### src/sv/pat_pkg.sv
package pat_pkg;

	// external opcode codes
	localparam logic [2:0] OPC_INSERT  = 3'd0;
	localparam logic [2:0] OPC_DEL_VAL = 3'd1;
	localparam logic [2:0] OPC_DEL_POS = 3'd2;
	localparam logic [2:0] OPC_FIND    = 3'd3;
	localparam logic [2:0] OPC_READ    = 3'd4;
	localparam logic [2:0] OPC_CLEAR   = 3'd5;

	// status codes
	localparam logic [1:0] ST_OK    = 2'd0;
	localparam logic [1:0] ST_MISS  = 2'd1;
	localparam logic [1:0] ST_RANGE = 2'd2;
	localparam logic [1:0] ST_FULL  = 2'd3;

	typedef enum logic [2:0] {
		OP_INSERT,
		OP_DEL_VAL,
		OP_DEL_POS,
		OP_FIND,
		OP_READ,
		OP_CLEAR,
		OP_NOP
	} op_e;

	typedef enum logic [1:0] {
		BS_IDLE,
		BS_CMP,
		BS_EXEC
	} bst_e;

	typedef struct packed {
		logic        [2:0]  opcode;
		logic signed [31:0] value;
		logic        [4:0]  position;
	} in_t;

	typedef struct packed {
		logic        [1:0]  status;
		logic        [3:0]  index;
		logic signed [31:0] data;
		logic        [4:0]  fill;
	} out_t;

	// classified command as it sits in the queue
	typedef struct packed {
		op_e                op;
		logic signed [31:0] value;
		logic        [4:0]  position;
		logic               ins_bad;
	} cmd_t;

endpackage

### src/sv/positional_array_table.sv
// positional array table: packed table of signed words with a fill count
// each transaction takes a compare step and then an execute step over the cell row in the
// back end; the two-entry queue accepts new transactions meanwhile until it is full
// done rises once the execute step has registered the result
// reset: arst_n clears the queue, the table cells and the count; done is low
// the result is shown for one cycle on done and cannot be held off
module positional_array_table import pat_pkg::*; #(
	parameter int DEPTH = 16
) (
	input  logic clk,
	input  logic arst_n,
	input  logic start,
	output logic busy,
	input  in_t  cmd,
	output logic done,
	output out_t result
);

	logic q_full;
	logic q_empty;
	logic push;
	logic pop;
	cmd_t push_cmd;
	cmd_t head;

	// front end: accept the transaction and decode the opcode and insert range
	pat_front #(
		.DEPTH(DEPTH)
	) u_front (
		.start    (start),
		.cmd      (cmd),
		.q_full   (q_full),
		.busy     (busy),
		.push     (push),
		.push_cmd (push_cmd)
	);

	// two-entry queue decouples acceptance from execution
	pat_queue u_queue (
		.clk      (clk),
		.arst_n   (arst_n),
		.push     (push),
		.push_cmd (push_cmd),
		.pop      (pop),
		.head     (head),
		.full     (q_full),
		.empty    (q_empty)
	);

	// back end: parallel compare across the cells, then shift/update and report
	pat_back #(
		.DEPTH(DEPTH)
	) u_back (
		.clk     (clk),
		.arst_n  (arst_n),
		.head    (head),
		.q_empty (q_empty),
		.pop     (pop),
		.done    (done),
		.result  (result)
	);

endmodule

### src/sv/pat_front.sv
module pat_front import pat_pkg::*; #(
	parameter int DEPTH = 16
) (
	input  logic start,
	input  in_t  cmd,
	input  logic q_full,
	output logic busy,
	output logic push,
	output cmd_t push_cmd
);

	localparam int XW = ($clog2(DEPTH + 1) > 5) ? $clog2(DEPTH + 1) : 5;

	assign busy = q_full;
	assign push = start && !q_full;

	always_comb begin
		push_cmd.value    = cmd.value;
		push_cmd.position = cmd.position;
		// insert slot must be 1..DEPTH, checked before fullness
		push_cmd.ins_bad  = (cmd.position == 5'd0) || (XW'(cmd.position) > XW'(DEPTH));
		case (cmd.opcode)
			OPC_INSERT:  push_cmd.op = OP_INSERT;
			OPC_DEL_VAL: push_cmd.op = OP_DEL_VAL;
			OPC_DEL_POS: push_cmd.op = OP_DEL_POS;
			OPC_FIND:    push_cmd.op = OP_FIND;
			OPC_READ:    push_cmd.op = OP_READ;
			OPC_CLEAR:   push_cmd.op = OP_CLEAR;
			default:     push_cmd.op = OP_NOP;
		endcase
	end

endmodule

### src/sv/pat_queue.sv
module pat_queue import pat_pkg::*; (
	input  logic clk,
	input  logic arst_n,
	input  logic push,
	input  cmd_t push_cmd,
	input  logic pop,
	output cmd_t head,
	output logic full,
	output logic empty
);

	cmd_t       slot_q [2];
	logic       wr_ptr_q;
	logic       rd_ptr_q;
	logic [1:0] cnt_q;

	assign full  = (cnt_q == 2'd2);
	assign empty = (cnt_q == 2'd0);
	assign head  = slot_q[rd_ptr_q];

	always_ff @(posedge clk) begin
		if (push) begin
			slot_q[wr_ptr_q] <= push_cmd;
		end
	end

	always_ff @(posedge clk or negedge arst_n) begin
		if (!arst_n) begin
			wr_ptr_q <= 1'b0;
			rd_ptr_q <= 1'b0;
			cnt_q    <= 2'd0;
		end else begin
			if (push) begin
				wr_ptr_q <= ~wr_ptr_q;
			end
			if (pop) begin
				rd_ptr_q <= ~rd_ptr_q;
			end
			case ({push, pop})
				2'b10:   cnt_q <= cnt_q + 2'd1;
				2'b01:   cnt_q <= cnt_q - 2'd1;
				default: cnt_q <= cnt_q;
			endcase
		end
	end

endmodule

### src/sv/pat_back.sv
module pat_back import pat_pkg::*; #(
	parameter int DEPTH = 16
) (
	input  logic clk,
	input  logic arst_n,
	input  cmd_t head,
	input  logic q_empty,
	output logic pop,
	output logic done,
	output out_t result
);

	localparam int CW = $clog2(DEPTH + 1);
	localparam int IW = $clog2(DEPTH);
	localparam int XW = (CW > 5) ? CW : 5;

	bst_e               st_q, st_d;
	cmd_t               cmd_q;
	logic [DEPTH-1:0]   match_s1, match_d;
	logic signed [31:0] rd_s1, rd_d;
	logic signed [31:0] entries_q [DEPTH];
	logic signed [31:0] entries_d [DEPTH];
	logic [CW-1:0]      count_q, count_d;
	logic               done_q;
	out_t               result_q, result_d;
	logic               exec;
	logic [IW-1:0]      hit_idx;
	logic               hit;
	logic [XW-1:0]      pos_x, cnt_x, slot_x;

	// next state
	always_comb begin
		case (st_q)
			BS_IDLE: st_d = q_empty ? BS_IDLE : BS_CMP;
			BS_CMP:  st_d = BS_EXEC;
			BS_EXEC: st_d = q_empty ? BS_IDLE : BS_CMP;
			default: st_d = BS_IDLE;
		endcase
	end

	// state outputs
	always_comb begin
		case (st_q)
			BS_IDLE: begin
				pop  = !q_empty;
				exec = 1'b0;
			end
			BS_CMP: begin
				pop  = 1'b0;
				exec = 1'b0;
			end
			BS_EXEC: begin
				pop  = !q_empty;
				exec = 1'b1;
			end
			default: begin
				pop  = 1'b0;
				exec = 1'b0;
			end
		endcase
	end

	assign pos_x = XW'(cmd_q.position);
	assign cnt_x = XW'(count_q);

	// compare stage: match every live cell, pick the addressed cell
	always_comb begin
		rd_d = '0;
		for (int k = 0; k < DEPTH; k++) begin
			match_d[k] = (entries_q[k] == cmd_q.value) && (XW'(k) < cnt_x);
			if (XW'(k + 1) == pos_x) begin
				rd_d = entries_q[k];
			end
		end
	end

	// first match wins
	always_comb begin
		hit_idx = '0;
		for (int k = DEPTH - 1; k >= 0; k--) begin
			if (match_s1[k]) begin
				hit_idx = IW'(k);
			end
		end
	end
	assign hit = |match_s1;

	assign slot_x = (cmd_q.op == OP_DEL_VAL) ? XW'(hit_idx) : (pos_x - XW'(1));

	// execute stage
	always_comb begin
		entries_d = entries_q;
		count_d   = count_q;
		result_d  = '0;
		result_d.status = ST_OK;
		case (cmd_q.op)
			OP_INSERT: begin
				if (cmd_q.ins_bad) begin
					result_d.status = ST_RANGE;
				end else if (cnt_x >= XW'(DEPTH)) begin
					result_d.status = ST_FULL;
				end else begin
					// slots above the insert point move up; past the end nothing moves
					for (int k = 0; k < DEPTH; k++) begin
						if (XW'(k) == pos_x - XW'(1)) begin
							entries_d[k] = cmd_q.value;
						end else if (k > 0 && XW'(k) > pos_x - XW'(1) && XW'(k) <= cnt_x) begin
							entries_d[k] = entries_q[(k > 0) ? k - 1 : 0];
						end
					end
					count_d = (pos_x > cnt_x) ? CW'(pos_x) : count_q + CW'(1);
				end
			end
			OP_DEL_VAL, OP_DEL_POS: begin
				if (cmd_q.op == OP_DEL_VAL && !hit) begin
					result_d.status = ST_MISS;
				end else if (cmd_q.op == OP_DEL_POS &&
						(pos_x == XW'(0) || pos_x > cnt_x)) begin
					result_d.status = ST_RANGE;
				end else begin
					// cells at and above count already hold zero
					for (int k = 0; k < DEPTH; k++) begin
						if (XW'(k) >= slot_x) begin
							entries_d[k] = (k + 1 < DEPTH) ? entries_q[(k + 1 < DEPTH) ? k + 1 : k]
								: '0;
						end
					end
					count_d = count_q - CW'(1);
				end
			end
			OP_FIND: begin
				if (!hit) begin
					result_d.status = ST_MISS;
				end else begin
					result_d.index = 4'(hit_idx);
				end
			end
			OP_READ: begin
				if (pos_x == XW'(0) || pos_x > cnt_x) begin
					result_d.status = ST_RANGE;
				end else begin
					result_d.data = rd_s1;
				end
			end
			OP_CLEAR: begin
				for (int k = 0; k < DEPTH; k++) begin
					entries_d[k] = '0;
				end
				count_d = '0;
			end
			default: begin
			end
		endcase
		result_d.fill = 5'(count_d);
	end

	always_ff @(posedge clk) begin
		if (pop) begin
			cmd_q <= head;
		end
		if (st_q == BS_CMP) begin
			match_s1 <= match_d;
			rd_s1    <= rd_d;
		end
		if (exec) begin
			result_q <= result_d;
		end
	end

	always_ff @(posedge clk or negedge arst_n) begin
		if (!arst_n) begin
			st_q    <= BS_IDLE;
			count_q <= '0;
			done_q  <= 1'b0;
			for (int k = 0; k < DEPTH; k++) begin
				entries_q[k] <= '0;
			end
		end else begin
			st_q   <= st_d;
			done_q <= exec;
			if (exec) begin
				count_q   <= count_d;
				entries_q <= entries_d;
			end
		end
	end

	assign done   = done_q;
	assign result = result_q;

endmodule
### config.mk
export PLATFORM = sky130hd
export DESIGN_NAME = positional_array_table
export DESIGN_NICKNAME = d
export VERILOG_FILES = /design/src/sv/pat_pkg.sv /design/src/sv/positional_array_table.sv /design/src/sv/pat_front.sv /design/src/sv/pat_queue.sv /design/src/sv/pat_back.sv
export SDC_FILE = /design/constraint.sdc
export NUM_CORES = 2
export LEC_CHECK = 0
export ABC_AREA = 1
export BUFFER_PORTS_ARGS = -buffer_cell sky130_fd_sc_hd__buf_2
export CORE_ASPECT_RATIO = 1.75
export CORE_MARGIN = 5
export CORE_UTILIZATION = 65
export CTS_CLUSTER_SIZE = 14
export DETAILED_ROUTE_END_ITERATION = 6
export PLACE_DENSITY = 0.82
export SLEW_MARGIN = 40
export SYNTH_ARGS = -nofsm -noshare
export SYNTH_HDL_FRONTEND = slang
export SYNTH_HIERARCHICAL = 1
export SYNTH_SLANG_ARGS = --single-unit
### constraint.sdc
create_clock -name clk -period 4 [get_ports clk]
set_input_delay 0.8 -clock clk [delete_from_list [all_inputs] [get_ports clk]]
set_output_delay 0.8 -clock clk [all_outputs]
set_load 0.02 [all_outputs]
==> results.tsv, run 1 <==
stage	metric	value	unit
status	status	stopped before the end	
status	haltStage	global routing	
status	firstError	[ERROR GRT-0116] Global routing finished with congestion. Check the congestion regions in the DRC Viewer.	
clock_network	root_buffer	clkbuf_16	
clock_network	clock_sinks	738	
synthesis	ys.flop_type	dfrtp_1	
synthesis	synth.distinct_cells	59	
synthesis	synthArstFlopShare	71.0	%
synthesis	synth_top_cell_by_area	dfrtp_1	
clock_network	cts_setup_buffers	0	
floorplanning	die_x	219	um
placement	place_congestion	1.20	
floorplanning	pin_count	88	
placement	io_buffer_count	87	
global_routing	grt_pass1_vias	61326	
synthesis	synth_edf_count	214	
synthesis	synth.top_cell.area_share	26.3	%
synthesis	ys_ff_latch	738	
global_routing	grt_first_pass_wirelength	471	mm
floorplanning	initial_core_util	65.5	%
clock_network	htreeDepth	3	
clock_network	numCtsBuffers	74	
synthesis	synth-seq-area-share	39.2	%
synthesis	synth_area_leaders	dfrtp_1 (26%), edfxtp_1 (13%), nand2_1 (12%), o21ai_0 (9.1%), inv_1 (6.3%)	
synthesis	synth.avg_cell_area	6.96	um^2
synthesis	yosysMostFrequentCell	nand2_1	
clock_network	clk_path_buf_depth	3	
placement	hpwl	191	mm
floorplanning	core.rowCount	134	
floorplanning	die_y	376	um
synthesis	syn_area	49800	um^2
synthesis	yosys-top-cells-count	nand2_1 (1569), o21ai_0 (905), inv_1 (838)	
synthesis	syn-num-nets	7218	
synthesis	netlist_instances	7159	
global_routing	grt_usage	75.3	%
global_routing	grt_remaining_overflow	667	
clock_network	cts_resized	0	
synthesis	yosysWarnings	6	
clock_network	ctsHoldBuffers	0	
placement	dpl-instance-area	51800	um^2
global_routing	grt_max_degree	111	
[cells by family after synthesis]
group,synth area share [%]
DFF,39.2
AOI/OAI and AO/OA,22.2
buffers and inverters,11.5
muxes,0.339
and+or+nand+nor,22.8
xor gates and xnor gates,3.57
adders and majority gates,0.402
[metal layers]
metal	overflow	GRT usage, %
met5	3	27.0
met1	6	75.0
met4	322	76.0
met2	323	91.3
met3	13	59.9
[per-stage QoR]
stage,instances,setup WS [ns]
floorplan,7159,0.766
global placement,7972,0.213
detailed placement,7975,0.150
CTS,8109,0.128
==> inputs of run 2 (changes only) <==
--- a/config.mk
+++ b/config.mk
@@ -7,12 +7,10 @@
 export LEC_CHECK = 0
 export ABC_AREA = 1
 export BUFFER_PORTS_ARGS = -buffer_cell sky130_fd_sc_hd__buf_2
-export CORE_ASPECT_RATIO = 1.75
 export CORE_MARGIN = 5
-export CORE_UTILIZATION = 65
-export CTS_CLUSTER_SIZE = 14
+export CORE_UTILIZATION = 40
 export DETAILED_ROUTE_END_ITERATION = 6
-export PLACE_DENSITY = 0.82
+export PLACE_DENSITY_LB_ADDON = 0.15
 export SLEW_MARGIN = 40
 export SYNTH_ARGS = -nofsm -noshare
 export SYNTH_HDL_FRONTEND = slang
==> run 2 against run 1 <==
Against the previous run: synthesized area unchanged; the run now ends clean; synthesized cell count unchanged.
==> results.tsv, run 2 <==
stage	metric	value	unit	change
status	status	completed		
synthesis	syn-num-nets	7218		unchanged
timing	hold_viol_final	0		
synthesis	synth_area_leaders	dfrtp_1 (26%), edfxtp_1 (13%), nand2_1 (12%), o21ai_0 (9.1%), inv_1 (6.3%)		
global_routing	grt_max_degree	160		
job	max_cap_violations	0		
layout	stdcell_count	8765		
global_routing	grt_remaining_overflow	0		
critical_path	critical_path_arrival	4.34	ns	
critical_path	cp-end-kind	flip-flop		
clock_network	root_buffer	clkbuf_16		
critical_path	crit_path_start	u_back/pos_x[0]$_DFFE_PP_		
synthesis	ys_ff_latch	738		unchanged
critical_path	reg2reg_slack	0.1	ns	
routing	wire_per_inst	31.6	um	
floorplanning	core.rowCount	129		-3.7%
critical_path	crit_chain	ha_1 -> inv_1 -> nor2_1 -> nand2_1 -> buf_12 -> clkinv_1 -> nand2_1 -> o21ai_0 -> nor2_2 -> o21bai_1 -> nand2_1 -> nand2_1 -> nand2_1 -> nand2_1 -> nand2_1 -> nand3_1 -> nand2_1 -> nand2_1 -> nand2_1 -> nand2_1		
routing	drtAntennaViolNets	0		
placement	place_congestion	1.04		-13%
power_and_ir_drop	p_leak	24.8	nW	
clock_network	ctsHoldBuffers	0		unchanged
floorplanning	design.die.area	132000	um^2	
synthesis	synth-seq-area-share	39.2	%	unchanged
timing	setup_viol	0		
clock_network	cts_tree	built		
timing	fin_setup_tns	0	ns	
synthesis	synth_edf_count	214		unchanged
synthesis	yosysMostFrequentCell	nand2_1		
floorplanning	core	124000	um^2	
synthesis	yosys-top-cells-count	nand2_1 (1569), o21ai_0 (905), inv_1 (838)		
placement	dp_cells	8560		+7.3%
timing	fmaxAchievable	256	MHz	
critical_path	cp_slowest_stage_delay	0.51	ns	
floorplanning	die_y	363	um	-3.5%
global_routing	grt_usage	40.7	%	
layout	largest_register_ffs	512		
min_path	hold_path_class	primary input to async pin		
placement	place_ws	0.163	ns	+0.0131 ns
layout	area_growth_syn_to_layout	11.9	%	
synthesis	synth.top_cell.area_share	26.3	%	unchanged
global_routing	grt_pass1_vias	50189		
layout	fin_nets	7082		
routing	route.detailed.drc	0		
clock_network	clock_sinks	738		unchanged
timing	setup_slack	0.0991	ns	
timing	worst_slew_pin_slew	0.955	ns	
critical_path	critPathRequiredTime	4.44	ns	
layout	layout_common_cells	nand2_1 (1561), o21ai_0 (904), inv_1 (827), nor2_1 (634), dfrtp_1 (523)		
synthesis	ys.flop_type	dfrtp_1		
critical_path	worstSetupPathType	flip-flop to flip-flop		
routing	via_per_inst	6.30		
routing	vias	55240		
clock_network	path_clk_slew	0.06	ns	
layout	top_register	u_back/entries_q		
power_and_ir_drop	ir_drop	0.996	mV	
synthesis	synth.distinct_cells	59		unchanged
placement	hpwl	195	mm	+1.9%
clock_network	numCtsBuffers	93		+26%
timing	timing.final.max_slew_violations	0		
placement	io_buffer_count	87		unchanged
power_and_ir_drop	powerDensity	1140	nW/um^2	
routing	drt_first_iter_violations	8824		
critical_path	reg2reg_from	u_back/pos_x[0]$_DFFE_PP_		
layout	drive_above_1_share	8.77	%	
layout	mostFrequentLayoutCell	nand2_1		
synthesis	synthArstFlopShare	71.0	%	unchanged
timing	maxSlewHeadroom	36.3	%	
timing	skew	0.0398	ns	
global_routing	grt_first_pass_wirelength	387	mm	
synthesis	yosysWarnings	6		unchanged
critical_path	regToRegEndpoint	u_back/rd_s1[19]$_DFFE_PP_		
timing	fin_crit_sh	97.5	%	
critical_path	cp-endpoint	u_back/rd_s1[19]$_DFFE_PP_		
routing	wirelength	277	mm	
clock_network	htreeDepth	3		unchanged
timing	period_minus_slack	3.90	ns	
floorplanning	die_x	363	um	+66%
global_routing	antenna_found_initial	18		
synthesis	synth_top_cell_by_area	dfrtp_1		
synthesis	syn_area	49800	um^2	unchanged
critical_path	cpMostUsedCell	nand2_1		
synthesis	netlist_instances	7159		unchanged
clock_network	clk_path_buf_depth	3		unchanged
clock_network	clock_latency	0.72	ns	
critical_path	setup.worst_path.start_class	flip-flop		
synthesis	synth.avg_cell_area	6.96	um^2	unchanged
routing	first_pass_iters	7		
critical_path	crit_slowest_cell	edfxtp_1		
timing	grt_setup_unrepaired	no		
floorplanning	initial_core_util	40.2	%	-25 points
critical_path	cp_max_fo	49		
layout	final_core_util	45.0	%	
critical_path	worstRegToRegCells	20		
floorplanning	pin_count	88		unchanged
-- run 2: cell counts after synthesis --
No cell type changed its count.
-- run 2: worst min path at each step --
stage | cells after the start | start | slack, ns | endpoint
after floorplan | 2 | u_back/entries_q[60]$_DFFE_PN0P_ | 0.44 | u_back/entries_q[60]$_DFFE_PN0P_
after CTS | 2 | arst_n | 0.22 | u_back/entries_q[348]$_DFFE_PN0P_
after detailed placement | 2 | u_back/entries_q[60]$_DFFE_PN0P_ | 0.46 | u_back/entries_q[60]$_DFFE_PN0P_
after global placement | 2 | u_back/entries_q[60]$_DFFE_PN0P_ | 0.46 | u_back/entries_q[60]$_DFFE_PN0P_
final | 2 | arst_n | 0.16 | u_back/entries_q[348]$_DFFE_PN0P_
after global routing | 2 | arst_n | 0.25 | u_back/entries_q[268]$_DFFE_PN0P_
-- run 2: metal layers --
metal  global-route usage [%]  wire length [um]  vias up
li1                         -                 -    23548
met1                     56.6            110000    26381
met2                     53.4            106000     4469
met3                     15.9             43200      826
met4                     22.6             17600       16
met5                        0               112        -
-- run 2: where the power goes --
part	switching, W	leakage (nW)	total (W)	internal [W]
sequential	0.00444	8.57	0.0158	0.0114
clock	0.00374	1.60	0.00931	0.00557
combinational	0.0284	14.6	0.0383	0.00997
total	0.0365	24.8	0.0635	0.0269
-- run 2: what timing repair did --
action | in CTS | in global routing
setup buffers | 0 | 3
setup endpoints to repair | 0 | 9
resized for setup | 0 | 9
-- run 2: worst max-delay path: cells and delay by family (launching register included) --
family                   cells  cell delay, ns
AO/OA/AOI/OAI                2            0.28
buffers and inverters        3            0.67
adder cells (fa/ha/maj)      1            0.27
AND/OR/NAND/NOR             14            1.88
flip-flops                   1            0.51
-- run 2: final cells by class --
type	instances	area, um^2
flip-flops and latches	738	19500
clock inverters	56	706
repair buffers	336	2790
clock buffers	120	2570
fillers	12886	68000
well taps	1637	2050
diodes	24	60.1
multi-input cells	4979	24700
inverters	875	3310
-- run 2: cells by family after synthesis --
kind of cell             Yosys count  share of synthesized area, %
AO/OA/AOI/OAI                   1987                          22.2
XOR/XNOR                         201                          3.57
adder cells (fa/ha/maj)           16                         0.402
buffers and inverters           1442                          11.5
flip-flops                       738                          39.2
multiplexers                      15                         0.339
AND/OR/NAND/NOR                 2760                          22.8
-- run 2: per-stage QoR --
stage	instance area, um^2	hold slack, ns	total power [W]
final	55700	0.159	0.0635
after global routing	55700	0.253	0.0655
after CTS	55600	0.224	0.0610
after detailed placement	52300	0.465	0.0515
after global placement	52200	0.456	0.0513
after floorplan	49800	0.442	0.0349
(Power assumes the default switching activity.)
